`config.mk`:
```
export PLATFORM = sky130hd
export DESIGN_NAME = vsat_ram
export DESIGN_NICKNAME = d
export VERILOG_FILES = /design/src/hw/rtl/vsat_ram.sv
export SDC_FILE = /design/constraint.sdc
export NUM_CORES = 1
export LEC_CHECK = 0
export ABC_AREA = 1
export BUFFER_PORTS_ARGS = -buffer_cell sky130_fd_sc_hd__buf_2
export CAP_MARGIN = 20
export CORE_ASPECT_RATIO = 0.7
export CORE_MARGIN = 5
export CORE_UTILIZATION = 49
export CTS_CLUSTER_DIAMETER = 40
export DETAILED_ROUTE_END_ITERATION = 7
export HOLD_SLACK_MARGIN = 0.06
export MAX_ROUTING_LAYER = met4
export PLACE_DENSITY = 0.66
export SLEW_MARGIN = 20
export SYNTH_ARGS = -nofsm -noshare
export SYNTH_HDL_FRONTEND = slang
export SYNTH_SLANG_ARGS = --single-unit
export TNS_END_PERCENT = 30
```
`constraint.sdc`:
```
create_clock -name clk -period 1.5 [get_ports clk]
set_input_delay 0.15 -clock clk [delete_from_list [all_inputs] [get_ports clk]]
set_output_delay 0.15 -clock clk [all_outputs]
set_load 0.02 [all_outputs]
```
`src/hw/rtl/vsat_ram.sv`:
```
`timescale 1ns / 1ps
// ----------------------------------------------------------------------------
// vsat_ram
// Simple dual-port RAM, one write port, one read port with registered data.
// ----------------------------------------------------------------------------
module vsat_ram #(
  parameter int WIDTH = 8,
  parameter int DEPTH = 16,
  localparam int AW = (DEPTH > 1) ? $clog2(DEPTH) : 1
) (
  input  logic             clk,
  input  logic             we,
  input  logic [AW-1:0]    waddr,
  input  logic [WIDTH-1:0] wdata,
  input  logic             re,
  input  logic [AW-1:0]    raddr,
  output logic [WIDTH-1:0] rdata
);

  logic [WIDTH-1:0] mem [DEPTH];

  always_ff @(posedge clk) begin
    if (we) begin
      mem[waddr] <= wdata;
    end
    if (re) begin
      rdata <= mem[raddr];
    end
  end

endmodule

```
# == Word-level counts from Yosys, hierarchy flattened ==
# Memories as Yosys holds them, arrays and structs flattened. A register that Yosys moved wholly into a read port is not among the register bits.
# Index checks and enable logic that the tools add are counted.
# classes
add_sub_neg,0
reduce_logical,0
n_bitwise,0
eq_ne,0
shift,0
multipliers,0
magnitude_cmp,0
muxes,2
div,0
# ops
operator,n
two-way mux 1 bit,2
# word_totals
output_inout_bits,8
reg_bits,0
mem_bits_ro,0
wordCells,3
n_memories,1
latchBits,0
ram_bits,128
inputBits,19
# memory_table
name,words,width,read_ports,rd_clocked_by_memory_dff,wr,line,source
mem,16,8,1,1,1,20,logic [WIDTH-1:0] mem [DEPTH];

# == Logic depth before layout (Yosys ltp) ==
# depth
depth_word,2
depth_mapped,8
ltp_nobuf,7

# == Least setup slack after synthesis ==
# OpenSTA, ideal clock, no wires.
# synth_timing
path_type,input port to flip-flop
startpoint,input waddr[2]
endpoint,"memory mem[10][0], enable pin"
t_arrival_ps,731
path_stages,2
slack_ps,399
setup_time_ps,370
required_time_ps,1130
n_path_buf,0
cell_sequence,nand3b_1 nor2_1
# synth_rtl
element,line,source
"start, declared",13,"input logic [AW-1:0] waddr,"
"end, declared",20,
# No word-level cell before the write port.

==> impl_metrics.json <==
{
  "worstSetupEndpointType": "register",
  "first_pass_iters": 5,
  "setup_viol_count_final": 0,
  "power.density_nw_per_um2": 1317,
  "cp.required_ns": 1.66,
  "whs_ns": 0.1055,
  "grt_setup_unrepaired": "no",
  "clock-skew-final_ns": 0.007738,
  "start_util": 0.5004,
  "synth_mux_area_frac": 0,
  "r2r.worst_path.cells": 6,
  "ioPinCount": 27,
  "grt_pass1_wl_um": 21250,
  "antenna_found_initial": 0,
  "hold_path_class": "primary input to register",
  "mostFrequentLayoutCells": "nand2_1, edfxtp_1, inv_1",
  "hold_violations": 0,
  "fill_cells": 972,
  "coreArea_um2": 11690,
  "status": "finished clean",
  "ctsRootBufferMaster": "clkbuf_16",
  "syn_inst": 551,
  "num_vias": 3980,
  "grt_use_total": 0.2078,
  "finalCritPeriodShare": 0.8004,
  "viasPerCell": 5.189,
  "drt_iter0_drc": 492,
  "max_freq_ghz": 0.8329,
  "avgRoutedWirePerCell_um": 17.77,
  "worst_slew_pin_slew_ns": 0.5931,
  "peakVddDrop_mv": 0.9147,
  "final.setup.worst_slack_ns": 0.2994,
  "yosys.area_share.simple": 0.2076,
  "yosysWarnings": 0,
  "post_cts_buffers": 0,
  "numCtsBuffers": 17,
  "preCtsSetupSlack_ns": 0.1406,
  "layout_commonest_cell": "nand2_1",
  "drv_slew": 0,
  "avgSynthCellArea_um2": 10.61,
  "netlist-cell-type-count": 11,
  "cts_hold_buffers": 0,
  "grt_remaining_overflow": 0,
  "syn_area_um2": 5847,
  "dieHeight_um": 101.4,
  "drive_gt1_frac": 0.1361,
  "place_hpwl_um": 8743,
  "rows": 33,
  "grt_max_degree": 39,
  "fin_util": 0.5824,
  "critPathLaunchType": "register",
  "maxCapViolCount": 0,
  "yosysSeqAreaShare": 0.6985,
  "critPathKind": "register to register",
  "synth.ff_latch_count": 136,
  "diodes": 0,
  "crit_arrival_ns": 1.36,
  "grt_pass1_vias": 3848,
  "clock_latency_ns": 0.41,
  "synth_top_family_by_area": "simple AND/OR/NAND/NOR gates",
  "tns_ns": 0,
  "synthXorXnorAreaFrac": 0,
  "cts.sinks": 136,
  "ctsLongestPathBuffers": 2,
  "cts-resized-gates": 0,
  "crit_fanout": 1,
  "slew_headroom": 0.6040,
  "path_clk_slew_ns": 0.06,
  "io_buffers": 26,
  "gp_congestion": 0.9187,
  "fin_nets": 616,
  "synth_fa_ha_area_frac": 0,
  "synth-compound-area-share": 0,
  "drt-total-wl_um": 13630,
  "syn_nets": 570,
  "cts_tree": "built",
  "min_period_ns": 1.201,
  "drc": 0,
  "power_w": 0.008963,
  "leakage_nw": 2.956,
  "hold_depth": 1,
  "drtAntennaViolNets": 0,
  "area.growth.synth_to_final_pct": 16.39,
  "dieArea_um2": 14250,
  "die_w_um": 140.6,
  "htreeDepth": 4
}
-- metal layers --
layer	wire, um	GRT usage	vias up
li1	-	-	1869
met1	6359	0.3037	1892
met2	5749	0.2809	198
met3	1329	0.05663	21
met4	192	0.06850	0
met5	0	-	-
-- through the flow --
step / cells / area, um^2
CTS: 767 / 6805
detailed placement: 735 / 6220
finish: 767 / 6805
global placement: 735 / 6220
global route: 767 / 6805
floorplan: 551 / 5847
-- cell type report --
cell class | instances | area, um^2 | share of cell area
repair buffers | 51 | 342.8 | 0.05038
clock inverters | 15 | 160.2 | 0.02353
clock buffers | 17 | 425.4 | 0.06251
multi-input cells | 289 | 1214 | 0.1783
flip-flops and latches | 136 | 4084 | 0.6001
inverters | 102 | 382.9 | 0.05626
well taps | 157 | 196.4 | 0.02887
-- state kept, by name (all words and copies together), names as in the netlist --
signal and count:
mem 128, rdata 8
-- cells by family (layout without fill, tap and decap cells) --
logic type / count (synthesis) / in the layout
AND/OR/NAND/NOR: 289 / 289
flip-flops: 136 / 136
buffers and inverters: 126 / 185
-- Yosys cell counts --
library cell	number	share of area
buf_4	4	0.0051
buf_1	1	0.00064
inv_2	2	0.0013
nor2_1	17	0.011
nand2_1	173	0.11
buf_6	6	0.012
edfxtp_1	136	0.70
buf_2	13	0.011
nand3_1	97	0.083
nand3b_1	2	0.0026
inv_1	100	0.064
-- critical path: stages, from the launching register on --
cell      delay, ns
edfxtp_1       0.38
inv_1          0.07
nand2_1        0.05
nand3_1        0.18
nand3_1        0.10
nand3_1        0.10
nand2_1        0.07
-- final timing paths --
kind                   from        to  slack, ns
hold reg to reg   mem[2][6]  rdata[6]       0.75
hold / removal           re  rdata[3]       0.11
setup reg to reg  mem[7][4]  rdata[4]       0.30
setup / recovery  mem[7][4]  rdata[4]       0.30
-- power by group --
group          total [W]  internal (W)  switching, W
clock            0.00410       0.00258       0.00152
combinational   0.000552      0.000159      0.000393
sequential       0.00431       0.00428     0.0000250
Note: power is estimated with default switching activity, not from simulation.
